$ cat config.mk
export PLATFORM = sky130hd
export DESIGN_NAME = dct_block_rotate_flip_top_flat
export DESIGN_NICKNAME = d
export VERILOG_FILES = /design/src/sv/dbrf_pkg.sv /design/src/sv/dbrf_if.sv /design/src/sv/dbrf_store.sv /design/src/sv/dbrf_front.sv /design/src/sv/dbrf_queue.sv /design/src/sv/dbrf_back.sv /design/src/sv/dct_block_rotate_flip_top.sv /design/src/flat_wrapper.sv
export SDC_FILE = /design/constraint.sdc
export NUM_CORES = 2
export LEC_CHECK = 0
export ABC_AREA = 1
export BUFFER_PORTS_ARGS = -buffer_cell sky130_fd_sc_hd__buf_4
export CAP_MARGIN = 20
export CORE_MARGIN = 4
export CORE_UTILIZATION = 45
export CTS_CLUSTER_DIAMETER = 40
export DETAILED_ROUTE_END_ITERATION = 8
export PLACE_DENSITY = 0.65
export SYNTH_ARGS = -nofsm -noshare
export SYNTH_HDL_FRONTEND = slang
export SYNTH_SLANG_ARGS = --single-unit
$ cat constraint.sdc
create_clock -name clk_i -period 3.46 [get_ports clk_i]
set_input_delay 0.519 -clock clk_i [delete_from_list [all_inputs] [get_ports clk_i]]
set_output_delay 0.519 -clock clk_i [all_outputs]
set_load 0.01 [all_outputs]
$ cat src/sv/dbrf_pkg.sv
// Shared types, constants and a helper function for the DCT block rotate/flip block.
// No dependencies; every other file of the block uses this package.
`default_nettype none

package dbrf_pkg;

  localparam int BlockSideDef = 8;
  localparam int CoefW        = 16;
  localparam int CfgIdxW      = 2;
  localparam int CfgDataW     = 32;

  typedef enum logic [CfgIdxW-1:0] {
    CfgTranspose = 2'd0,
    CfgMirrorX   = 2'd1,
    CfgMirrorY   = 2'd2
  } cfg_idx_e;

  typedef struct packed {
    logic bank;
    logic transpose;
    logic mirror_x;
    logic mirror_y;
  } blk_desc_t;

  function automatic logic [CoefW-1:0] neg_sat(input logic [CoefW-1:0] c);
    logic [CoefW-1:0] r;
    if (c == {1'b1, {(CoefW-1){1'b0}}}) begin
      r = {1'b0, {(CoefW-1){1'b1}}};
    end else begin
      r = (~c) + {{(CoefW-1){1'b0}}, 1'b1};
    end
    return r;
  endfunction

endpackage

`default_nettype wire

$ cat src/sv/dbrf_if.sv
// Handshake channel interfaces for coefficients in, coefficients out and configuration.
// Depends on dbrf_pkg for field widths.
`default_nettype none

interface dbrf_coef_in_if;
  logic                              valid;
  logic                              ready;
  logic signed [dbrf_pkg::CoefW-1:0] coefficient;

  modport source (output valid, output coefficient, input ready);
  modport sink   (input valid, input coefficient, output ready);
endinterface

interface dbrf_coef_out_if;
  logic                              valid;
  logic                              ready;
  logic signed [dbrf_pkg::CoefW-1:0] result_coefficient;
  logic                              block_last;

  modport source (output valid, output result_coefficient, output block_last, input ready);
  modport sink   (input valid, input result_coefficient, input block_last, output ready);
endinterface

interface dbrf_cfg_if;
  logic                                valid;
  logic                                ready;
  logic [dbrf_pkg::CfgIdxW-1:0]        index;
  logic [dbrf_pkg::CfgDataW-1:0]       data;

  modport source (output valid, output index, output data, input ready);
  modport sink   (input valid, input index, input data, output ready);
endinterface

`default_nettype wire

$ cat src/sv/dbrf_store.sv
// Two-bank block store: one write port from the front, one registered read port for the back.
// Depends on dbrf_pkg.
`default_nettype none

module dbrf_store #(
  parameter int BLOCK_SIDE = dbrf_pkg::BlockSideDef
) (
  input  wire logic                                                clk_i,
  input  wire logic                                                wr_en_i,
  input  wire logic [$clog2(BLOCK_SIDE*BLOCK_SIDE):0]              wr_addr_i,
  input  wire logic [dbrf_pkg::CoefW-1:0]                          wr_data_i,
  input  wire logic                                                rd_en_i,
  input  wire logic [$clog2(BLOCK_SIDE*BLOCK_SIDE):0]              rd_addr_i,
  output      logic [dbrf_pkg::CoefW-1:0]                          rd_data_o
);
  import dbrf_pkg::*;

  localparam int AreaW = $clog2(BLOCK_SIDE * BLOCK_SIDE);
  localparam int Depth = 2 ** (AreaW + 1);

  logic [CoefW-1:0] mem_q [Depth];
  logic [CoefW-1:0] rd_data_q;

  always_ff @(posedge clk_i) begin
    if (wr_en_i) begin
      mem_q[wr_addr_i] <= wr_data_i;
    end
  end

  always_ff @(posedge clk_i) begin
    if (rd_en_i) begin
      rd_data_q <= mem_q[rd_addr_i];
    end
  end

  assign rd_data_o = rd_data_q;

endmodule

`default_nettype wire

$ cat src/sv/dbrf_front.sv
// Front end: configuration registers, coefficient intake, bank fill and block descriptors.
// Depends on dbrf_pkg and the channel interfaces in dbrf_if.
`default_nettype none

module dbrf_front #(
  parameter int BLOCK_SIDE = dbrf_pkg::BlockSideDef
) (
  input  wire logic                                   clk_i,
  input  wire logic                                   rst_ni,
  dbrf_coef_in_if.sink                                in_i,
  dbrf_cfg_if.sink                                    cfg_i,
  output      logic                                   wr_en_o,
  output      logic [$clog2(BLOCK_SIDE*BLOCK_SIDE):0] wr_addr_o,
  output      logic [dbrf_pkg::CoefW-1:0]             wr_data_o,
  output      logic                                   push_o,
  output      dbrf_pkg::blk_desc_t                    desc_o,
  input  wire logic                                   release_i
);
  import dbrf_pkg::*;

  localparam int Area  = BLOCK_SIDE * BLOCK_SIDE;
  localparam int AreaW = $clog2(Area);
  localparam logic [AreaW-1:0] FillLast = AreaW'(Area - 1);

  logic [AreaW-1:0] fill_q, fill_d;
  logic             bank_q, bank_d;
  logic [1:0]       owned_q, owned_d;
  logic             transpose_q, transpose_d;
  logic             mirror_x_q, mirror_x_d;
  logic             mirror_y_q, mirror_y_d;
  logic             accept;
  logic             last;

  assign in_i.ready  = (owned_q != 2'd2);
  assign cfg_i.ready = 1'b1;
  assign accept      = in_i.valid && in_i.ready;
  assign last        = (fill_q == FillLast);

  assign wr_en_o   = accept;
  assign wr_addr_o = {bank_q, fill_q};
  assign wr_data_o = in_i.coefficient;
  assign push_o    = accept && last;
  assign desc_o    = '{bank: bank_q, transpose: transpose_q,
                       mirror_x: mirror_x_q, mirror_y: mirror_y_q};

  always_comb begin
    fill_d      = fill_q;
    bank_d      = bank_q;
    owned_d     = owned_q + {1'b0, push_o} - {1'b0, release_i};
    transpose_d = transpose_q;
    mirror_x_d  = mirror_x_q;
    mirror_y_d  = mirror_y_q;
    if (accept) begin
      if (last) begin
        fill_d = '0;
        bank_d = ~bank_q;
      end else begin
        fill_d = fill_q + {{(AreaW-1){1'b0}}, 1'b1};
      end
    end
    if (cfg_i.valid && cfg_i.ready) begin
      case (cfg_idx_e'(cfg_i.index))
        CfgTranspose: transpose_d = cfg_i.data[0];
        CfgMirrorX:   mirror_x_d  = cfg_i.data[0];
        CfgMirrorY:   mirror_y_d  = cfg_i.data[0];
        default:      ;
      endcase
    end
  end

  always_ff @(posedge clk_i or negedge rst_ni) begin
    if (!rst_ni) begin
      fill_q      <= '0;
      bank_q      <= 1'b0;
      owned_q     <= 2'd0;
      transpose_q <= 1'b0;
      mirror_x_q  <= 1'b0;
      mirror_y_q  <= 1'b0;
    end else begin
      fill_q      <= fill_d;
      bank_q      <= bank_d;
      owned_q     <= owned_d;
      transpose_q <= transpose_d;
      mirror_x_q  <= mirror_x_d;
      mirror_y_q  <= mirror_y_d;
    end
  end

endmodule

`default_nettype wire

$ cat src/sv/dbrf_queue.sv
// Two-entry descriptor queue between the front end and the readout engine.
// Depends on dbrf_pkg for the descriptor type.
`default_nettype none

module dbrf_queue (
  input  wire logic                clk_i,
  input  wire logic                rst_ni,
  input  wire logic                push_i,
  input  wire dbrf_pkg::blk_desc_t desc_i,
  input  wire logic                pop_i,
  output      logic                empty_o,
  output      dbrf_pkg::blk_desc_t desc_o
);
  import dbrf_pkg::*;

  blk_desc_t  slot_q [2];
  logic       wr_ptr_q, rd_ptr_q;
  logic [1:0] count_q;
  logic       do_push, do_pop;

  assign empty_o = (count_q == 2'd0);
  assign desc_o  = slot_q[rd_ptr_q];
  assign do_push = push_i && (count_q != 2'd2);
  assign do_pop  = pop_i && !empty_o;

  always_ff @(posedge clk_i) begin
    if (do_push) begin
      slot_q[wr_ptr_q] <= desc_i;
    end
  end

  always_ff @(posedge clk_i or negedge rst_ni) begin
    if (!rst_ni) begin
      wr_ptr_q <= 1'b0;
      rd_ptr_q <= 1'b0;
      count_q  <= 2'd0;
    end else begin
      if (do_push) begin
        wr_ptr_q <= ~wr_ptr_q;
      end
      if (do_pop) begin
        rd_ptr_q <= ~rd_ptr_q;
      end
      count_q <= count_q + {1'b0, do_push} - {1'b0, do_pop};
    end
  end

endmodule

`default_nettype wire

$ cat src/sv/dbrf_back.sv
// Readout engine: walks a stored block in output order, negates where mirrored, holds the result.
// Depends on dbrf_pkg and the output channel interface in dbrf_if.
`default_nettype none

module dbrf_back #(
  parameter int BLOCK_SIDE = dbrf_pkg::BlockSideDef
) (
  input  wire logic                                   clk_i,
  input  wire logic                                   rst_ni,
  input  wire logic                                   q_empty_i,
  input  wire dbrf_pkg::blk_desc_t                    q_desc_i,
  output      logic                                   q_pop_o,
  output      logic                                   release_o,
  output      logic                                   rd_en_o,
  output      logic [$clog2(BLOCK_SIDE*BLOCK_SIDE):0] rd_addr_o,
  input  wire logic [dbrf_pkg::CoefW-1:0]             rd_data_i,
  dbrf_coef_out_if.source                             out_o
);
  import dbrf_pkg::*;

  localparam int AreaW = $clog2(BLOCK_SIDE * BLOCK_SIDE);
  localparam int SideW = $clog2(BLOCK_SIDE);
  localparam logic [SideW-1:0] SideLast = SideW'(BLOCK_SIDE - 1);
  localparam logic [AreaW-1:0] SideA    = AreaW'(BLOCK_SIDE);

  logic             active_q;
  blk_desc_t        desc_q;
  logic [SideW-1:0] u_q, v_q;
  logic             s1_valid_q, s1_neg_q, s1_last_q;
  logic             out_valid_q, out_last_q;
  logic [CoefW-1:0] out_data_q;

  logic             out_free, s1_free, issue, finish, load;
  logic             last_u, last_v;
  logic [AreaW-1:0] ua, va, src;

  assign out_free = !out_valid_q || out_o.ready;
  assign s1_free  = !s1_valid_q || out_free;
  assign issue    = active_q && s1_free;
  assign last_u   = (u_q == SideLast);
  assign last_v   = (v_q == SideLast);
  assign finish   = issue && last_u && last_v;
  assign load     = !q_empty_i && (!active_q || finish);

  assign ua  = AreaW'(u_q);
  assign va  = AreaW'(v_q);
  assign src = desc_q.transpose ? (ua * SideA + va) : (va * SideA + ua);

  assign q_pop_o   = load;
  assign release_o = finish;
  assign rd_en_o   = issue;
  assign rd_addr_o = {desc_q.bank, src};

  assign out_o.valid              = out_valid_q;
  assign out_o.result_coefficient = out_data_q;
  assign out_o.block_last         = out_last_q;

  always_ff @(posedge clk_i or negedge rst_ni) begin
    if (!rst_ni) begin
      active_q    <= 1'b0;
      u_q         <= '0;
      v_q         <= '0;
      s1_valid_q  <= 1'b0;
      out_valid_q <= 1'b0;
    end else begin
      if (load) begin
        active_q <= 1'b1;
        u_q      <= '0;
        v_q      <= '0;
      end else if (issue) begin
        if (last_u) begin
          u_q <= '0;
          if (last_v) begin
            active_q <= 1'b0;
          end else begin
            v_q <= v_q + {{(SideW-1){1'b0}}, 1'b1};
          end
        end else begin
          u_q <= u_q + {{(SideW-1){1'b0}}, 1'b1};
        end
      end
      if (s1_free) begin
        s1_valid_q <= issue;
      end
      if (out_free) begin
        out_valid_q <= s1_valid_q;
      end
    end
  end

  always_ff @(posedge clk_i) begin
    if (load) begin
      desc_q <= q_desc_i;
    end
    if (issue) begin
      s1_neg_q  <= (desc_q.mirror_x & u_q[0]) ^ (desc_q.mirror_y & v_q[0]);
      s1_last_q <= last_u && last_v;
    end
    if (out_free && s1_valid_q) begin
      out_data_q <= s1_neg_q ? neg_sat(rd_data_i) : rd_data_i;
      out_last_q <= s1_last_q;
    end
  end

endmodule

`default_nettype wire

$ cat src/sv/dct_block_rotate_flip_top.sv
// Top level of the DCT block transpose and mirror unit.
// Depends on dbrf_pkg, dbrf_if, dbrf_store, dbrf_front, dbrf_queue and dbrf_back.
//
//   Channel  Direction  Contents
//   in_i     sink       coefficient, one per transfer, row-major within a block
//   out_o    source     result_coefficient and block_last, row-major within a block
//   cfg_i    sink       index and data of a register write (transpose, mirror_x, mirror_y)
//
// Coefficients are taken at one per cycle into a two-bank block store; a finished block is
// read out at one per cycle from its bank while the next block fills the other bank, unless
// the output stalls. Readout of a block begins once its descriptor has passed the queue.
// Intake stalls only while both banks hold blocks not yet fully read out.
// Reset clears the fill position, bank ownership, queue and registers; no clearing pass.
`default_nettype none

module dct_block_rotate_flip_top #(
  parameter int BLOCK_SIDE = dbrf_pkg::BlockSideDef
) (
  input  wire logic        clk_i,
  input  wire logic        rst_ni,
  dbrf_coef_in_if.sink     in_i,
  dbrf_coef_out_if.source  out_o,
  dbrf_cfg_if.sink         cfg_i
);
  import dbrf_pkg::*;

  localparam int AreaW = $clog2(BLOCK_SIDE * BLOCK_SIDE);

  logic             wr_en, rd_en;
  logic [AreaW:0]   wr_addr, rd_addr;
  logic [CoefW-1:0] wr_data, rd_data;
  logic             push, pop, q_empty, release_bank;
  blk_desc_t        push_desc, pop_desc;

  dbrf_front #(.BLOCK_SIDE(BLOCK_SIDE)) u_front (
    .clk_i     (clk_i),
    .rst_ni    (rst_ni),
    .in_i      (in_i),
    .cfg_i     (cfg_i),
    .wr_en_o   (wr_en),
    .wr_addr_o (wr_addr),
    .wr_data_o (wr_data),
    .push_o    (push),
    .desc_o    (push_desc),
    .release_i (release_bank)
  );

  dbrf_queue u_queue (
    .clk_i   (clk_i),
    .rst_ni  (rst_ni),
    .push_i  (push),
    .desc_i  (push_desc),
    .pop_i   (pop),
    .empty_o (q_empty),
    .desc_o  (pop_desc)
  );

  dbrf_store #(.BLOCK_SIDE(BLOCK_SIDE)) u_store (
    .clk_i     (clk_i),
    .wr_en_i   (wr_en),
    .wr_addr_i (wr_addr),
    .wr_data_i (wr_data),
    .rd_en_i   (rd_en),
    .rd_addr_i (rd_addr),
    .rd_data_o (rd_data)
  );

  dbrf_back #(.BLOCK_SIDE(BLOCK_SIDE)) u_back (
    .clk_i     (clk_i),
    .rst_ni    (rst_ni),
    .q_empty_i (q_empty),
    .q_desc_i  (pop_desc),
    .q_pop_o   (pop),
    .release_o (release_bank),
    .rd_en_o   (rd_en),
    .rd_addr_o (rd_addr),
    .rd_data_i (rd_data),
    .out_o     (out_o)
  );

endmodule

`default_nettype wire
$ cat src/flat_wrapper.sv
// flat-port wrapper written by rule: the top's interface ports become plain ports
module dct_block_rotate_flip_top_flat import dbrf_pkg::*;
#(
  parameter int BLOCK_SIDE = dbrf_pkg::BlockSideDef
)
  (clk_i, rst_ni, in_i_valid, in_i_coefficient, in_i_ready, out_o_valid, out_o_result_coefficient, out_o_block_last, out_o_ready, cfg_i_valid, cfg_i_index, cfg_i_data, cfg_i_ready);
  dbrf_coef_in_if in_i_i ();
  dbrf_coef_out_if out_o_i ();
  dbrf_cfg_if cfg_i_i ();
  input  wire logic clk_i;
  input  wire logic rst_ni;
  input wire logic [$bits(in_i_i.valid)-1:0] in_i_valid;
  input wire logic [$bits(in_i_i.coefficient)-1:0] in_i_coefficient;
  output wire logic [$bits(in_i_i.ready)-1:0] in_i_ready;
  output wire logic [$bits(out_o_i.valid)-1:0] out_o_valid;
  output wire logic [$bits(out_o_i.result_coefficient)-1:0] out_o_result_coefficient;
  output wire logic [$bits(out_o_i.block_last)-1:0] out_o_block_last;
  input wire logic [$bits(out_o_i.ready)-1:0] out_o_ready;
  input wire logic [$bits(cfg_i_i.valid)-1:0] cfg_i_valid;
  input wire logic [$bits(cfg_i_i.index)-1:0] cfg_i_index;
  input wire logic [$bits(cfg_i_i.data)-1:0] cfg_i_data;
  output wire logic [$bits(cfg_i_i.ready)-1:0] cfg_i_ready;
  assign in_i_i.valid = in_i_valid;
  assign in_i_i.coefficient = in_i_coefficient;
  assign in_i_ready = in_i_i.ready;
  assign out_o_valid = out_o_i.valid;
  assign out_o_result_coefficient = out_o_i.result_coefficient;
  assign out_o_block_last = out_o_i.block_last;
  assign out_o_i.ready = out_o_ready;
  assign cfg_i_i.valid = cfg_i_valid;
  assign cfg_i_i.index = cfg_i_index;
  assign cfg_i_i.data = cfg_i_data;
  assign cfg_i_ready = cfg_i_i.ready;
  dct_block_rotate_flip_top #(.BLOCK_SIDE(BLOCK_SIDE)) u_core (.clk_i(clk_i), .rst_ni(rst_ni), .in_i(in_i_i), .out_o(out_o_i), .cfg_i(cfg_i_i));
endmodule
==> impl_metrics.env <==
export IMPL_n_fill_cell=15700
export IMPL_dp_hpwl_um=135000
export IMPL_synth_distinct_cells=29
export IMPL_cts_tree="yes"
export IMPL_hold_path_class="input pin to asynchronous set/reset pin"
export IMPL_p_per_area_nw_per_um2=833
export IMPL_viasPerCell=5.83
export IMPL_cap_violations=0
export IMPL_placement_io_buffers=42
export IMPL_grt_overflow=0
export IMPL_netlist_instances=7105
export IMPL_first_pass_iters=6
export IMPL_antenna_found_initial=8
export IMPL_syn_area_per_cell_um2=12.1
export IMPL_clk_latency_ns=0.91
export IMPL_cts_made_buffers=288
export IMPL_yosys_top_cells_area="edfxtp_1 (73%), nand3_1 (13%), nand2_1 (8.5%)"
export IMPL_cts_sinks=2120
export IMPL_wire_per_inst_um=24.2
export IMPL_status="completed"
export IMPL_yosysWarnings=0
export IMPL_syn_nets=7170
export IMPL_layout_drive_gt1_share=0.111
export IMPL_io_pins=75
export IMPL_grt_pass1_wl_um=356000
export IMPL_totalWireLength_um=242000
export IMPL_via_count=58400
export IMPL_vdd_ir_drop_worst_mv=0.675
export IMPL_ant_nets=0
export IMPL_criticalPathCategory="flip-flop to flip-flop"
export IMPL_required_ns=4.08
export IMPL_initial_core_util=0.452
export IMPL_fmax_mhz=315
export IMPL_rsz0062_at_grt="false"
export IMPL_yosys_register_bits=2120
export IMPL_drtIter0Drc=7460
export IMPL_post_route_drc_count=0
export IMPL_report_final_slew_viol_count=0
export IMPL_root_buffer="clkbuf_16"
export IMPL_setup_tns_ns=0
export IMPL_first_global_vias=55200
export IMPL_mostFrequentLayoutCells="nand3_1 (2250), edfxtp_1 (2095), nand2_1 (1941), buf_4 (303), clkbuf_16 (293)"
export IMPL_worstMarginPinSlew_ns=0.982
export IMPL_cp_arrival_ns=3.79
export IMPL_core_um2=190000
export IMPL_hold_viol=0
export IMPL_grtUsageTotal=0.239
export IMPL_max_slew_margin=0.345
export IMPL_placed_area_um2=90600
export IMPL_skew_ns=0.0506
export IMPL_critPathMaxFanout=54
export IMPL_finalCriticalPeriod_ns=3.17
export IMPL_fp_dieH_um=445
export IMPL_setup_viol=0
export IMPL_final_util=0.526
export IMPL_netlist_area_um2=86000
export IMPL_layout_commonest_cell="nand3_1"
export IMPL_setup_worst_path_start_class="flip-flop"
export IMPL_ctsHtreeMaxLevel=5
export IMPL_syn_to_final_growth_pct=16.2
export IMPL_die_area_um2=198000
export IMPL_final_nets=7370
export IMPL_rows=160
export IMPL_yosysSeqAreaShare=0.738
export IMPL_leakage_nw=34.9
export IMPL_clk_pin_slew_ns=0.06
export IMPL_synth_top_area_cell="edfxtp_1"
export IMPL_gp_congestion=0.852
export IMPL_grt_start_max_net_pins=129
export IMPL_post_route_period_util=0.917
export IMPL_die_width_um=445
export IMPL_total_power_mw=83.3
export IMPL_final_area_um2=100000
export IMPL_synth_top_area_frac=0.731
export IMPL_ctsResizeCount=0
export IMPL_clock_path_buffers=4
export IMPL_cp_end_kind="flip-flop"
-- flip-flops by register name, indices dropped and copies added, names as in the netlist, 2 cells and up --
signal / flops
u_core.u_store.mem_q: 2048
u_core.u_store.rd_data_o: 16
u_core.u_queue.count_q: 2
u_core.u_queue.slot_q: 8
u_core.u_back.v_q: 3
u_core.u_back.desc_q: 3
u_core.u_back.out_o.result_coefficient: 16
u_core.u_front.owned_q: 2
u_core.u_front.fill_q: 6
u_core.u_back.u_q: 3
-- cells in the mapped netlist (all sizes together) --
| library cell | number |
|---|---|
| clkbuf | 33 |
| nand3 | 2250 |
| o31ai | 1 |
| dfrtp | 25 |
| nand2 | 1947 |
| xor2 | 8 |
| buf | 447 |
| ha | 10 |
| conb | 1 |
| nand3b | 2 |
| inv | 66 |
| nor3 | 5 |
| a21oi | 6 |
| nor2 | 168 |
| edfxtp | 2095 |
| o211ai | 1 |
| o22ai | 1 |
| xnor2 | 3 |
| or2 | 6 |
| o21ai | 30 |
-- metrics by stage --
step                hold slack [ns]  cells  setup WS (ns)
floorplan                     0.223   7105          0.992
global placement              0.416   9512          0.171
detailed placement            0.428   9512          0.151
CTS                          0.0321  10000         0.0961
global route                 0.0821  10000          0.206
finish                       0.0686  10000          0.286
-- area by class of cell --
class                           instances  area (um^2)  share of cell area
Sequential cell                      2120        63500               0.636
Tap cell                             2511         3140              0.0314
Inverter                               66          258             0.00258
Antenna cell                            3         7.51           0.0000751
Clock inverter                        170         1780              0.0178
Clock buffer                          321         7460              0.0746
Timing Repair Buffer                  390         3930              0.0393
Multi-Input combinational cell       4439        19800               0.199
-- path summary, 6_finish.rpt --
kind	start	cells past startpoint	end	slack, ns
min in group clk_i	in_i_coefficient[4]	1	u_core.u_store.mem_q[9][4]$_DFFE_PP_	0.13
hold reg to reg	u_core.u_back.s1_last_q$_DFFE_PP_	0	u_core.u_back.out_o.block_last$_DFFE_PP_	0.43
setup / recovery	u_core.u_back.desc_q[2]$_DFFE_PP_	12	u_core.u_store.rd_data_o[11]$_DFFE_PP_	0.29
max in group asynchronous	rst_ni	2	u_core.u_front.fill_q[4]$_DFFE_PN0P_	3.08
hold / removal	rst_ni	2	u_core.u_front.mirror_x_q$_DFFE_PN0P_	0.07
setup reg to reg	u_core.u_back.desc_q[2]$_DFFE_PP_	12	u_core.u_store.rd_data_o[11]$_DFFE_PP_	0.29
-- kinds of logic after synthesis --
kind of cell / share of synthesized area
flops: 0.738
other cells: 0.0000436
compound gates: 0.00256
buf+inv: 0.0321
simple gates: 0.224
xor+xnor: 0.00112
fa+ha+maj: 0.00145
-- power by group --
| group | total, mW | leakage [nW] | switching [mW] | internal (mW) |
|---|---|---|---|---|
| Sequential | 29.6 | 19.2 | 0.389 | 29.2 |
| Combinational | 25.1 | 11.2 | 18.0 | 7.08 |
| Clock | 28.6 | 4.50 | 11.0 | 17.6 |
-- worst max-delay path: stages, from the launching register on --
cell and delay, ns:
edfxtp_1 0.44, buf_4 0.20, buf_4 0.17, o21ai_4 0.23, buf_12 0.23, buf_12 0.29
nand3_1 0.12, nand3_1 0.15, nand3_1 0.10, nand3_1 0.31, nand3_1 0.25, nand3_1 0.26
nand2_1 0.09
-- metal layers --
layer,wire length (um),up-vias,share of wire,GRT usage
li1,-,25900,-,-
met1,96000,28700,0.40,0.335
met2,112000,3295,0.46,0.369
met3,26900,460,0.11,0.0561
met4,7600,4,0.031,0.0824
met5,27,-,0.00011,0
-- repair_timing --
item                                    CTS  global route
buffers inserted                          0             5
hold endpoints to repair                 42             0
endpoints found under the setup margin    0             4
hold buffers                              9             0
Note: power is estimated with default switching activity, not from simulation.
